### src/rtl/core/trnm_pkg.sv
// Shared types, constants and helpers for the token ring station MAC.
// No dependencies; imported by token_ring_node_mac_top and trnm_rq.
package trnm_pkg;

  localparam int unsigned MAX_PAYLOAD = 64;
  localparam int unsigned POS_W       = $clog2(MAX_PAYLOAD);
  localparam int unsigned LEN_W       = 7;

  localparam int unsigned MAX_RES  = 3;
  localparam int unsigned RQ_DEPTH = 4;
  localparam int unsigned RQ_AW    = $clog2(RQ_DEPTH);
  localparam int unsigned CNT_W    = RQ_AW + 1;

  localparam logic [1:0] FUNC_RING = 2'd0;
  localparam logic [1:0] FUNC_HDR  = 2'd1;
  localparam logic [1:0] FUNC_DATA = 2'd2;

  localparam logic KIND_RING = 1'b0;
  localparam logic KIND_HOST = 1'b1;

  localparam logic [7:0] TOKEN_CH = 8'h2F;
  localparam logic [7:0] START_CH = 8'h2B;

  typedef enum logic [4:0] {
    PH_IDLE = 5'b00001,
    PH_DEST = 5'b00010,
    PH_SRC  = 5'b00100,
    PH_LEN  = 5'b01000,
    PH_DATA = 5'b10000
  } phase_e;

  typedef struct packed {
    logic [1:0]       func;
    logic [7:0]       ring_byte;
    logic [7:0]       dest_addr;
    logic [7:0]       src_addr;
    logic [LEN_W-1:0] tx_length;
    logic [5:0]       data_index;
    logic [7:0]       data_value;
  } in_item_t;

  typedef struct packed {
    logic        out_kind;
    logic [7:0]  out_byte;
    logic        frame_last;
    logic        own_frame_stripped;
    logic [15:0] rx_count;
    logic [15:0] tx_count;
  } result_t;

  typedef struct packed {
    logic [1:0]                 num;
    result_t [MAX_RES-1:0]      res;
  } res_bus_t;

  function automatic result_t mk_res(logic kind, logic [7:0] byte_v, logic last,
                                     logic strip, logic [15:0] rxc, logic [15:0] txc);
    result_t r;
    r.out_kind           = kind;
    r.out_byte           = byte_v;
    r.frame_last         = last;
    r.own_frame_stripped = strip;
    r.rx_count           = rxc;
    r.tx_count           = txc;
    return r;
  endfunction

endpackage

### src/rtl/core/token_ring_node_mac_top.sv
// Top level of the token ring station MAC: input register, frame logic, tx buffer.
// Depends on trnm_pkg, trnm_ram and trnm_rq.
//
// Input channel (in_valid_i / in_stall_o / in_data_i) carries one item per
// accepted edge: a ring byte, a packet header load or a transmit data load.
// Output channel (out_valid_o / out_stall_i / out_data_o) carries results:
// bytes sent on to the next station and data bytes delivered to the host.
// node_id is written through cfg_we_i / cfg_wdata_i; the user must write it only
// while the block is idle, as the block itself does not enforce this. An accepted
// item waits in the input register and is processed once the result queue has
// room for all of its results, which go into the result queue and are shown from
// there. Host loads and ring bytes that give no result go at one item per cycle; a
// ring byte gives up to three results and the four-entry result queue drains one
// per cycle while the receiver does not stall, so three-result items wait on it.
// Reset clears all frame state and counters and emits nothing; the first
// token comes from the ring. The tx buffer holds garbage until loaded.
// When the receiver stalls, results collect in the queue; once it lacks room
// the input register holds its item and in_stall_o goes high.
module token_ring_node_mac_top (
  input  logic               clk_i,
  input  logic               rst_ni,
  input  logic               in_valid_i,
  output logic               in_stall_o,
  input  trnm_pkg::in_item_t in_data_i,
  output logic               out_valid_o,
  input  logic               out_stall_i,
  output trnm_pkg::result_t  out_data_o,
  input  logic               cfg_we_i,
  input  logic [7:0]         cfg_wdata_i
);
  import trnm_pkg::*;

  logic       in_valid_q;
  in_item_t   in_q;
  logic       in_accept;
  logic       fire;
  logic [7:0] node_id_q;

  phase_e           rx_phase_q, rx_phase_d, tx_phase_q, tx_phase_d;
  logic             sending_q, sending_d, stripping_q, stripping_d;
  logic             pending_q, pending_d;
  logic [LEN_W-1:0] tx_rem_q, tx_rem_d, hdr_len_q, hdr_len_d;
  logic [POS_W-1:0] tx_pos_q, tx_pos_d;
  logic [7:0]       rx_rem_q, rx_rem_d, rx_dest_q, rx_dest_d;
  logic [7:0]       hdr_dest_q, hdr_dest_d, hdr_src_q, hdr_src_d;
  logic [15:0]      rx_cnt_q, rx_cnt_d, tx_cnt_q, tx_cnt_d;

  logic                  fwd, here, rx_end, strip_sig;
  logic [1:0]            n_res;
  result_t [MAX_RES-1:0] res_v;
  res_bus_t              push;
  logic [CNT_W-1:0]      rq_free;

  logic             buf_we;
  logic [POS_W-1:0] buf_raddr;
  logic [7:0]       buf_rdata;

  // input register
  assign fire       = in_valid_q & (CNT_W'(n_res) <= rq_free);
  assign in_stall_o = in_valid_q & ~fire;
  assign in_accept  = in_valid_i & ~in_stall_o;

  always_ff @(posedge clk_i or negedge rst_ni) begin
    if (!rst_ni) begin
      in_valid_q <= 1'b0;
    end else begin
      in_valid_q <= in_accept | (in_valid_q & ~fire);
    end
  end

  always_ff @(posedge clk_i) begin
    if (in_accept) begin
      in_q <= in_data_i;
    end
  end

  always_ff @(posedge clk_i or negedge rst_ni) begin
    if (!rst_ni) begin
      node_id_q <= '0;
    end else if (cfg_we_i) begin
      node_id_q <= cfg_wdata_i;
    end
  end

  // one item's work; committed only when fire
  always_comb begin
    rx_phase_d  = rx_phase_q;
    tx_phase_d  = tx_phase_q;
    sending_d   = sending_q;
    stripping_d = stripping_q;
    pending_d   = pending_q;
    tx_rem_d    = tx_rem_q;
    tx_pos_d    = tx_pos_q;
    rx_rem_d    = rx_rem_q;
    rx_dest_d   = rx_dest_q;
    hdr_dest_d  = hdr_dest_q;
    hdr_src_d   = hdr_src_q;
    hdr_len_d   = hdr_len_q;
    rx_cnt_d    = rx_cnt_q;
    tx_cnt_d    = tx_cnt_q;
    fwd         = 1'b0;
    here        = 1'b0;
    rx_end      = 1'b0;
    strip_sig   = 1'b0;
    n_res       = '0;
    res_v       = '0;
    buf_we      = 1'b0;

    case (in_q.func)
      FUNC_HDR: begin
        hdr_dest_d = in_q.dest_addr;
        hdr_src_d  = in_q.src_addr;
        hdr_len_d  = (in_q.tx_length > LEN_W'(MAX_PAYLOAD)) ? LEN_W'(MAX_PAYLOAD)
                                                            : in_q.tx_length;
        pending_d  = 1'b1;
      end
      FUNC_DATA: begin
        buf_we = (int'(in_q.data_index) < MAX_PAYLOAD);
      end
      FUNC_RING: begin
        // transmit side first
        if (sending_d) begin
          case (tx_phase_d)
            PH_IDLE: begin
              tx_phase_d   = PH_DEST;
              res_v[n_res] = mk_res(KIND_RING, START_CH, 1'b0, 1'b0, rx_cnt_d, tx_cnt_d);
              n_res        = n_res + 2'd1;
            end
            PH_DEST: begin
              tx_phase_d   = PH_SRC;
              res_v[n_res] = mk_res(KIND_RING, hdr_dest_d, 1'b0, 1'b0, rx_cnt_d, tx_cnt_d);
              n_res        = n_res + 2'd1;
            end
            PH_SRC: begin
              tx_phase_d   = PH_LEN;
              res_v[n_res] = mk_res(KIND_RING, hdr_src_d, 1'b0, 1'b0, rx_cnt_d, tx_cnt_d);
              n_res        = n_res + 2'd1;
            end
            PH_LEN: begin
              tx_rem_d     = hdr_len_d;
              tx_pos_d     = '0;
              res_v[n_res] = mk_res(KIND_RING, 8'(hdr_len_d), 1'b0, 1'b0,
                                    rx_cnt_d, tx_cnt_d);
              n_res        = n_res + 2'd1;
              if (tx_rem_d == '0) begin
                tx_cnt_d     = tx_cnt_d + 16'd1;
                pending_d    = 1'b0;
                sending_d    = 1'b0;
                stripping_d  = 1'b1;
                hdr_len_d    = '0;
                tx_phase_d   = PH_IDLE;
                res_v[n_res] = mk_res(KIND_RING, TOKEN_CH, 1'b0, 1'b0, rx_cnt_d, tx_cnt_d);
                n_res        = n_res + 2'd1;
              end else begin
                tx_phase_d = PH_DATA;
              end
            end
            default: begin
              if (tx_rem_d != '0) begin
                res_v[n_res] = mk_res(KIND_RING, buf_rdata, 1'b0, 1'b0,
                                      rx_cnt_d, tx_cnt_d);
                n_res        = n_res + 2'd1;
                tx_pos_d     = tx_pos_d + POS_W'(1);
                tx_rem_d     = tx_rem_d - LEN_W'(1);
              end
              if (tx_rem_d == '0) begin
                tx_cnt_d     = tx_cnt_d + 16'd1;
                pending_d    = 1'b0;
                sending_d    = 1'b0;
                stripping_d  = 1'b1;
                hdr_len_d    = '0;
                tx_phase_d   = PH_IDLE;
                res_v[n_res] = mk_res(KIND_RING, TOKEN_CH, 1'b0, 1'b0, rx_cnt_d, tx_cnt_d);
                n_res        = n_res + 2'd1;
              end
            end
          endcase
        end

        fwd = ~stripping_d & ~sending_d;

        // receive side
        case (rx_phase_d)
          PH_IDLE: begin
            if (in_q.ring_byte == TOKEN_CH) begin
              if (pending_d) begin
                sending_d  = 1'b1;
                tx_phase_d = PH_IDLE;
              end else begin
                res_v[n_res] = mk_res(KIND_RING, in_q.ring_byte, 1'b0, 1'b0,
                                      rx_cnt_d, tx_cnt_d);
                n_res        = n_res + 2'd1;
              end
            end else if (in_q.ring_byte == START_CH) begin
              if (fwd) begin
                res_v[n_res] = mk_res(KIND_RING, in_q.ring_byte, 1'b0, 1'b0,
                                      rx_cnt_d, tx_cnt_d);
                n_res        = n_res + 2'd1;
              end
              rx_phase_d = PH_DEST;
            end
          end
          PH_DEST: begin
            rx_dest_d = in_q.ring_byte;
            if (in_q.ring_byte == node_id_q) begin
              rx_cnt_d = rx_cnt_d + 16'd1;
            end
            if (fwd) begin
              res_v[n_res] = mk_res(KIND_RING, in_q.ring_byte, 1'b0, 1'b0,
                                    rx_cnt_d, tx_cnt_d);
              n_res        = n_res + 2'd1;
            end
            rx_phase_d = PH_SRC;
          end
          PH_SRC: begin
            if (fwd) begin
              res_v[n_res] = mk_res(KIND_RING, in_q.ring_byte, 1'b0, 1'b0,
                                    rx_cnt_d, tx_cnt_d);
              n_res        = n_res + 2'd1;
            end
            rx_phase_d = PH_LEN;
          end
          PH_LEN: begin
            rx_rem_d = in_q.ring_byte;
            if (fwd) begin
              res_v[n_res] = mk_res(KIND_RING, in_q.ring_byte, 1'b0, 1'b0,
                                    rx_cnt_d, tx_cnt_d);
              n_res        = n_res + 2'd1;
            end
            if (in_q.ring_byte != '0) begin
              rx_phase_d = PH_DATA;
            end else begin
              strip_sig = stripping_d & ~sending_d;
              if (strip_sig) begin
                res_v[n_res] = mk_res(KIND_HOST, 8'h00, 1'b0, 1'b1, rx_cnt_d, tx_cnt_d);
                n_res        = n_res + 2'd1;
              end
              stripping_d = 1'b0;
              rx_phase_d  = PH_IDLE;
            end
          end
          default: begin
            here = (rx_dest_d == node_id_q);
            if (fwd) begin
              res_v[n_res] = mk_res(KIND_RING, in_q.ring_byte, 1'b0, 1'b0,
                                    rx_cnt_d, tx_cnt_d);
              n_res        = n_res + 2'd1;
            end
            if (rx_rem_d != '0) begin
              rx_rem_d = rx_rem_d - 8'd1;
            end
            rx_end    = (rx_rem_d == '0);
            strip_sig = rx_end & stripping_d & ~sending_d;
            if (here) begin
              res_v[n_res] = mk_res(KIND_HOST, in_q.ring_byte, rx_end, strip_sig,
                                    rx_cnt_d, tx_cnt_d);
              n_res        = n_res + 2'd1;
            end else if (strip_sig) begin
              res_v[n_res] = mk_res(KIND_HOST, 8'h00, 1'b0, 1'b1, rx_cnt_d, tx_cnt_d);
              n_res        = n_res + 2'd1;
            end
            if (rx_end) begin
              stripping_d = 1'b0;
              rx_phase_d  = PH_IDLE;
            end
          end
        endcase
      end
      default: ;
    endcase
  end

  assign push.num = fire ? n_res : 2'd0;
  assign push.res = res_v;

  always_ff @(posedge clk_i or negedge rst_ni) begin
    if (!rst_ni) begin
      rx_phase_q  <= PH_IDLE;
      tx_phase_q  <= PH_IDLE;
      sending_q   <= 1'b0;
      stripping_q <= 1'b0;
      pending_q   <= 1'b0;
      tx_rem_q    <= '0;
      tx_pos_q    <= '0;
      rx_rem_q    <= '0;
      rx_dest_q   <= '0;
      hdr_dest_q  <= '0;
      hdr_src_q   <= '0;
      hdr_len_q   <= '0;
      rx_cnt_q    <= '0;
      tx_cnt_q    <= '0;
    end else if (fire) begin
      rx_phase_q  <= rx_phase_d;
      tx_phase_q  <= tx_phase_d;
      sending_q   <= sending_d;
      stripping_q <= stripping_d;
      pending_q   <= pending_d;
      tx_rem_q    <= tx_rem_d;
      tx_pos_q    <= tx_pos_d;
      rx_rem_q    <= rx_rem_d;
      rx_dest_q   <= rx_dest_d;
      hdr_dest_q  <= hdr_dest_d;
      hdr_src_q   <= hdr_src_d;
      hdr_len_q   <= hdr_len_d;
      rx_cnt_q    <= rx_cnt_d;
      tx_cnt_q    <= tx_cnt_d;
    end
  end

  // read address tracks the position that holds after this cycle
  assign buf_raddr = fire ? tx_pos_d : tx_pos_q;

  trnm_ram #(
    .WIDTH(8),
    .DEPTH(MAX_PAYLOAD)
  ) u_txbuf (
    .clk_i  (clk_i),
    .we_i   (buf_we & fire),
    .waddr_i(in_q.data_index[POS_W-1:0]),
    .wdata_i(in_q.data_value),
    .raddr_i(buf_raddr),
    .rdata_o(buf_rdata)
  );

  trnm_rq u_rq (
    .clk_i      (clk_i),
    .rst_ni     (rst_ni),
    .push_i     (push),
    .free_o     (rq_free),
    .out_valid_o(out_valid_o),
    .out_stall_i(out_stall_i),
    .out_data_o (out_data_o)
  );

  assert property (@(posedge clk_i) disable iff (!rst_ni)
    !sending_q |-> (tx_phase_q == PH_IDLE))
    else $error("tx phase advanced without transmission");

  assert property (@(posedge clk_i) disable iff (!rst_ni)
    (tx_rem_q <= LEN_W'(MAX_PAYLOAD)) && (hdr_len_q <= LEN_W'(MAX_PAYLOAD)))
    else $error("tx length beyond max payload");

  assert property (@(posedge clk_i) disable iff (!rst_ni)
    !fire |=> ($stable(rx_cnt_q) && $stable(tx_cnt_q)))
    else $error("counter moved without a processed item");

endmodule

### src/rtl/core/trnm_ram.sv
// Generic single-write, single-read RAM with registered read data.
// Write-through on a same-address read and write. No dependencies.
module trnm_ram #(
  parameter int unsigned WIDTH = 8,
  parameter int unsigned DEPTH = 64
) (
  input  logic                     clk_i,
  input  logic                     we_i,
  input  logic [$clog2(DEPTH)-1:0] waddr_i,
  input  logic [WIDTH-1:0]         wdata_i,
  input  logic [$clog2(DEPTH)-1:0] raddr_i,
  output logic [WIDTH-1:0]         rdata_o
);

  logic [WIDTH-1:0] mem_q [DEPTH];
  logic [WIDTH-1:0] rdata_q;

  always_ff @(posedge clk_i) begin
    if (we_i) begin
      mem_q[waddr_i] <= wdata_i;
    end
    if (we_i && (waddr_i == raddr_i)) begin
      rdata_q <= wdata_i;
    end else begin
      rdata_q <= mem_q[raddr_i];
    end
  end

  assign rdata_o = rdata_q;

endmodule

### src/rtl/core/trnm_rq.sv
// Result queue: takes up to MAX_RES per cycle, gives one per cycle unless stalled.
// Depends on trnm_pkg.
module trnm_rq (
  input  logic                      clk_i,
  input  logic                      rst_ni,
  input  trnm_pkg::res_bus_t        push_i,
  output logic [trnm_pkg::CNT_W-1:0] free_o,
  output logic                      out_valid_o,
  input  logic                      out_stall_i,
  output trnm_pkg::result_t         out_data_o
);
  import trnm_pkg::*;

  result_t          mem_q [RQ_DEPTH];
  logic [RQ_AW-1:0] wr_q, rd_q;
  logic [CNT_W-1:0] cnt_q;
  logic             pop;

  assign out_valid_o = (cnt_q != '0);
  assign out_data_o  = mem_q[rd_q];
  assign pop         = out_valid_o & ~out_stall_i;
  assign free_o      = CNT_W'(RQ_DEPTH) - cnt_q;

  always_ff @(posedge clk_i) begin
    for (int k = 0; k < MAX_RES; k++) begin
      if (k < int'(push_i.num)) begin
        mem_q[wr_q + RQ_AW'(k)] <= push_i.res[k];
      end
    end
  end

  always_ff @(posedge clk_i or negedge rst_ni) begin
    if (!rst_ni) begin
      wr_q  <= '0;
      rd_q  <= '0;
      cnt_q <= '0;
    end else begin
      wr_q  <= wr_q + RQ_AW'(push_i.num);
      rd_q  <= rd_q + RQ_AW'(pop);
      cnt_q <= cnt_q + CNT_W'(push_i.num) - CNT_W'(pop);
    end
  end

  assert property (@(posedge clk_i) disable iff (!rst_ni)
    cnt_q <= CNT_W'(RQ_DEPTH))
    else $error("result queue over depth");

  assert property (@(posedge clk_i) disable iff (!rst_ni)
    CNT_W'(push_i.num) <= free_o)
    else $error("result queue push exceeds free slots");

  assert property (@(posedge clk_i) disable iff (!rst_ni)
    (out_valid_o && out_stall_i) |=> (rd_q == $past(rd_q)))
    else $error("result queue head moved while stalled");

endmodule
### config.mk
export PLATFORM = sky130hd
export DESIGN_NAME = token_ring_node_mac_top
export DESIGN_NICKNAME = d
export VERILOG_FILES = /design/src/rtl/core/trnm_pkg.sv /design/src/rtl/core/token_ring_node_mac_top.sv /design/src/rtl/core/trnm_ram.sv /design/src/rtl/core/trnm_rq.sv
export SDC_FILE = /design/constraint.sdc
export NUM_CORES = 1
export LEC_CHECK = 0
export BUFFER_PORTS_ARGS = -buffer_cell sky130_fd_sc_hd__buf_4
export CAP_MARGIN = 20
export CORE_MARGIN = 1.5
export CORE_UTILIZATION = 30
export CTS_CLUSTER_DIAMETER = 200
export DETAILED_ROUTE_END_ITERATION = 8
export GPL_TIMING_DRIVEN = 0
export PLACE_DENSITY_LB_ADDON = 0.2
export SLEW_MARGIN = 20
export SYNTH_ARGS = -nofsm -noshare
export SYNTH_HDL_FRONTEND = slang
export SYNTH_SLANG_ARGS = --single-unit
### constraint.sdc
create_clock -name clk_i -period 17.5 [get_ports clk_i]
set_input_delay 1.75 -clock clk_i [delete_from_list [all_inputs] [get_ports clk_i]]
set_output_delay 1.75 -clock clk_i [all_outputs]
set_load 0.005 [all_outputs]
# ---- Word-level counts from Yosys, hierarchy flattened
# Memory sizes are Yosys's and may differ from the RTL's. A register that Yosys moved wholly into a read port is not among the register bits.
# Cells that the tools add are included.
dict set report word_totals {
  wordCells 256
  output_inout_bits 45
  in_bits 60
  mem_bits_rw 684
  mem_count 2
  ff_bits 160
}
# memory words word_bits read_ports rd_ports_with_merged_regs write_ports line_no
set mem_list {}
lappend mem_list {u_txbuf.mem_q 64 8 1 1 1 trnm_ram.sv:15} ;# logic [WIDTH-1:0] mem_q [DEPTH];
lappend mem_list {u_rq.mem_q 4 43 1 0 3 trnm_rq.sv:14} ;# result_t mem_q [RQ_DEPTH];
dict set report classes {
  muxes 135
  magnitude_cmp 13
  n_reduce_logical 27
  eq_ne 20
  bitwise 17
  add_sub_neg 16
}
# op n
set ops {}
lappend ops {{two-way mux 129 bit} 17}
lappend ops {{bitwise mux 129 bit} 6}
lappend ops {{one-hot mux 129 bit (4 select lines)} 1}
lappend ops {{demux 43 bit (select 2 bit)} 4}
lappend ops {{two-way mux 43 bit} 8}
lappend ops {{one-hot mux 43 bit (4 select lines)} 1}
lappend ops {{two-way mux 16 bit} 7}
lappend ops {{one-hot mux 43 bit (2 select lines)} 1}
lappend ops {{two-way mux 7 bit} 8}
lappend ops {{two-way mux 5 bit} 10}
lappend ops {{two-way mux 2 bit} 21}
lappend ops {{two-way mux 42 bit} 1}
lappend ops {{one-hot mux 7 bit (2 select lines)} 3}
lappend ops {{two-way mux 40 bit} 1}
lappend ops {{one-hot mux 5 bit (4 select lines)} 2}
lappend ops {{adder 16 x 1 -> 16 bit (second input constant)} 2}
lappend ops {{one-hot mux 16 bit (2 select lines)} 1}
lappend ops {{two-way mux 1 bit} 27}
lappend ops {{two-way mux 6 bit} 4}
lappend ops {{two-way mux 8 bit} 3}
lappend ops {{== test 8 x 6 -> 1 bit (second input constant)} 2}
lappend ops {{== test 8 bit} 2}
lappend ops {{one-hot mux 8 bit (2 select lines)} 1}
lappend ops {{nonzero test 8 bit} 2}
lappend ops {{48 further kinds} 93}

# ---- Depth between registers and ports, before layout
dict set report depth {
  ltp_word 27
  mapped_depth 35
  ltp_nobuf 33
}

# ---- By module
# From an unflattened synthesis, not the netlist that was laid out.
dict set report hier_totals {
  cells_unflattened 3579
  area_unflattened_um2 42746.0
}
# module n_inst cells_each area_per_inst_um2 seq_area_each_um2
set modules_own_cells {}
lappend modules_own_cells {trnm_ram 1 970 20150.6 15494.9}
lappend modules_own_cells {token_ring_node_mac_top 1 1564 12435.7 4066.4}
lappend modules_own_cells {trnm_rq 1 1045 10159.7 5340.1}

# ---- Worst setup path after synthesis
# No wires, ideal clock.
dict set report synth_timing {
  kind {register to register}
  startpoint {register tx_rem_q[0]}
  endpoint {memory u_rq.mem_q[0][0] (netlist bit) (enable)}
  slack_ns 8.105
  period_less_slack_ns 9.395
  stages_incl_launch_ff 32
  t_required_ns 16.992
  setup_ns 0.508
  n_path_buf 2
  arrival_ns 8.887
  cell_sequence {dfrtp_1 > inv_1 > ha_1 > nor2b_1 > and2_1 > inv_2 > nand3_1 > o21ai_1 > nand2_1 > clkinv_1 > ha_1 > a21oi_1 > nand2b_1 > clkbuf_1 > inv_1 > ha_1 > o31ai_4 > inv_1 > ha_1 > inv_1 > o211ai_1 > a31oi_1 > o31ai_4 > nand3_1 > ha_1 > a21oi_1 > a21oi_1 > nand2_1 > and2_1 > clkbuf_1 > o21ai_0 > a211oi_1}
}
# item line_no
set synth_lines {}
lappend synth_lines {{from (decl)} token_ring_node_mac_top.sv:42} ;# logic [LEN_W-1:0] tx_rem_q, tx_rem_d, hdr_len_q, hdr_len_d;
lappend synth_lines {{from (signal assigned)} token_ring_node_mac_top.sv:298} ;# tx_rem_q <= tx_rem_d;
lappend synth_lines {{to (decl)} trnm_rq.sv:14}

# ---- Final worst setup path
dict set report layout_timing {
  startpoint {register tx_rem_q[0]}
  endpoint {memory u_txbuf.mem_q[144][7] (netlist: u_txbuf.mem_q[18][7]) (enable)}
}
dict set report layout_via {
  elab_chain_cells 25
  word_cells_on_any_way 56
  cone_classes {add/sub: 5; order compare: 1; mux: 40; bitwise: 8; reduce/logical: 2}
}
# item line_no
set layout_lines {}
lappend layout_lines {{parallel branches: the longest is 18 deep, another holds subtractor 7 x 1 -> 7 bit} n/a}
lappend layout_lines {{one-hot mux 2 bit (3 select lines) *} token_ring_node_mac_top.sv:183} ;# case (rx_phase_d)
lappend layout_lines {{two-way mux 2 bit *} token_ring_node_mac_top.sv:109} ;# case (in_q.func)
lappend layout_lines {{less-or-equal comparator 2 x 3 -> 1 bit *} token_ring_node_mac_top.sv:59} ;# assign fire = in_valid_q & (CNT_W'(n_res) <= rq_free);
lappend layout_lines {{bitwise AND 1 bit *} token_ring_node_mac_top.sv:59}
lappend layout_lines {{bitwise AND 1 bit *} token_ring_node_mac_top.sv:318} ;# .we_i (buf_we & fire),
lappend layout_lines {{two-way mux 1 bit *} trnm_ram.sv:19} ;# if (we_i) begin
lappend layout_lines {{two-way mux 1 bit (not written as such) *} trnm_ram.sv:20} ;# mem_q[waddr_i] <= wdata_i;
lappend layout_lines {{to (decl)} trnm_ram.sv:15}
# Mark *: on every way between the ends. The select of a mux whose other input is x is not followed.

==> impl_results.md <==
* Antenna-violating nets left at 0
* Ports at around 110
* Top delay family on crit path: simple AND/OR/NAND/NOR gates
* Post-Synth Simple-Gate Area at 0.09889
* Layout fillers at 13410
* H-tree levels at 3
* Fmax at 90.88 MHz
* Worst Tran Pin Value at 1147 ps
* Mux cell area share after synthesis at 0.1157
* Core area at between 100000 and 150000 sq um
* Combinational power share at 0.394
* P_int at 4.733 mW
* Vias at slightly above 30000
* Area share of fa/ha/maj cells after synthesis at 0.008263
* First-pass GRT wire length at between 200 and 250 mm
* Placement Cell Area at 45650 sq um
* Pwr dens at around 160 nW/um^2
* Largest net degree at the start of global routing at 62
* Xor and xnor area share after synthesis at 0.01362
* Num CTS Buffers at 96
* CTS tree: built
* Slowest CP cell: nor2_1
* DIE AREA at between 100000 and 150000 sq um
* Nets at 3471
* IO buf count at about 100
* Maximum clock path buffer count at 3
* Gr usage total at 0.2097
* Register area share after synthesis at 0.5959
* Outcome: finished clean
* CP Launch Type: register
* Clk sinks at 850
* Post-CTS setup buffer count at 0
* P&R area growth vs syn at 17.04%
* Root Driver: clkbuf_16
* Max-slew headroom at 0.2318
* Reg area at 24900 sq um
* Number of synthesized register bits at 850
* Crit-path max FO at 11
* Clk_lat worst skew at 730 ps
* Final worst slack at around 6500 ps
* Routability cong. at approximately 0.95
* WP data arrival at 11340 ps
* Via density at 5.810
* # rows at 136
* Number of flops mapped to enable cells by yosys at 731
* Worst min path class: reg -> reg
* DR iter-0 viols at 3880
* CP Capture Type: register
* Overflow after GRT at 0
* Hold-fix buffers, CTS at 0
* Sw Ratio at 0.3836
* Chip width at approximately 380 um
* Share of cells above drive strength 1 at 0.1908
* Dpl hpwl at 110.4 mm
* Post-Syn Nets at 3221
* Unrepaired setup endpoints after global routing: false
* Kind of critical path: reg -> reg
* Commonest non-fill, non-tap cell in the layout: edfxtp_1
* Sequential Power Share at 0.334
* Final setup vio count at 0
* Slew Viols, Final at 0
* CP max stage delay at 990 ps
* Worst slack, placed at 6699 ps
* Routed wire length per instance at 28.66 um
* Final Hold Vio Count at 0
* 1st-pass router iterations at 6
* Clock power frac at 0.272
* Number of max-cap violations at 0
* Clk_skew at ~86 ps
* Post-synth top flop: edfxtp_1
* Dpl cells at ~5100
* Asr flop ratio synth at 0.1329
* DRC viols at 0
* Antenna violations before repair at 1
* Critical path required time at 17830 ps
* Part of the cycle the worst path needs at 0.6288
* Lkg Pwr at roughly 16 nW
* Largest family of logic cells by synthesized area: compound AO/OA/AOI/OAI gates
* Clk slew on worst S/H paths at approximately 60 ps
* Peak VDD IR at about 86 uV
* Mapped cell area at roughly 42000 sq um
* Netlist cell types at 106
* Cell area after layout at around 49000 sq um
* Vias in the first global route at 28920
* Post-CTS Resized at 0
* Post-Route Utilization at 0.3549
* Fin Setup TNS at 0 ps
* Commonest cells after routing, fill and taps aside: edfxtp_1 (731), nor2_1 (265), nand2_1 (260), mux4_2 (197), clkbuf_1 (157)
* Worst path bufs/invs at 7
* Starting Density at 0.3032
* Finished Layout Cells at 5259
* Area of the multi-input gates at 15890 sq um
* CP most frequent cell: ha_1
* Syn Inst Count at 3134
* Design Power at 7.679 mW
* Final wirelength at 150.7 mm
* Tmin final at 11000 ps
* Ys Warns at 0
* Worst hold slack at 475.4 ps
* Switching power at between 2 and 3 mW
* Die Span Y at around 380 um
* Compound-Gate Fraction of Synth Area at 0.1413
* Avg Inst Size Synth at 13.33 sq um
power groups by stage:
stage,Clock (mW),Combinational [mW],Sequential (mW)
after global routing,2.20,3.20,2.58
after detailed placement,0,2.98,2.61
after global placement,0,2.84,2.68
after floorplan,0,1.76,2.59
final,2.09,3.03,2.57
after CTS,2.13,2.99,2.57
worst register-to-register path: cells and delay by family, from the launching register on:
kind | cells | cell delay (ps)
AOI/OAI and AO/OA | 8 | 1590
and+or+nand+nor | 11 | 5220
buffers and inverters | 7 | 1810
DFF | 1 | 410
adders and majority gates | 5 | 1570
cells in the mapped netlist, drive strengths merged (53+ instances only):
cell    instances  area share
nor3           67      0.0080
nor2          270       0.025
nand3         113       0.014
dfrtp         111       0.066
a21oi         149       0.019
a221o          78       0.019
buf            76      0.0084
o221ai         82       0.017
edfxtp        731        0.53
clkbuf        145       0.013
inv            53      0.0048
nand2         261       0.024
mux4          197        0.11
o21ai         148       0.018
final cells by class:
cell class / count / area share
timing repair buffer: 152 / 0.03070
tap: 1794 / 0.04589
sequential: 850 / 0.5091
antenna: 1 / 0.00005116
clock buffer: 117 / 0.05200
multi-input combinational: 2008 / 0.3249
clock inverter: 61 / 0.01440
inverter: 55 / 0.004272
buffer: 221 / 0.01865
registers in the layout (all words and copies together), names as in the netlist, named ones only:
name / count
hdr_dest_q: 8
hdr_len_q: 7
hdr_src_q: 8
in_q: 47
in_valid_q: 1
node_id_q: 8
pending_q: 1
rx_cnt_q: 16
rx_dest_q: 8
rx_phase_q: 5
rx_rem_q: 8
sending_q: 1
stripping_q: 1
tx_cnt_q: 16
tx_phase_q: 5
tx_pos_q: 6
tx_rem_q: 7
u_rq.cnt_q: 3
u_rq.mem_q: 172
u_rq.rd_q: 2
u_rq.wr_q: 2
u_txbuf.mem_q: 512
kinds of logic after synthesis:
family	count (synthesis)
simple gates	891
flops	850
compound gates	792
buf+inv	276
mux	233
xor+xnor	65
fa+ha+maj	27
worst paths after layout:
path / startpoint / endpoint / slack [ps] / depth (start not counted)
worst max-delay path: tx_rem_q[0] / u_txbuf.mem_q[18][7] / 6500 / 31
worst min-delay path: in_q[22] / hdr_src_q[1] / 480 / 1
worst max register to register: tx_rem_q[0] / u_txbuf.mem_q[18][7] / 6500 / 31
worst min register to register: in_q[22] / hdr_src_q[1] / 480 / 1
max in group asynchronous: rst_ni / hdr_dest_q[6] / 15800 / 2
min in group asynchronous: rst_ni / node_id_q[3] / 950 / 1
layer usage:
| metal | share of wire | vias to the layer above | global-route usage |
|---|---|---|---|
| met5 | 0 | - | 0 |
| met4 | 0.028 | 0 | 0.05866 |
| met3 | 0.084 | 225 | 0.04203 |
| met2 | 0.45 | 1519 | 0.3217 |
| met1 | 0.44 | 15690 | 0.3003 |
| li1 | - | 13130 | - |
Power figures use the tool's default switching activity.
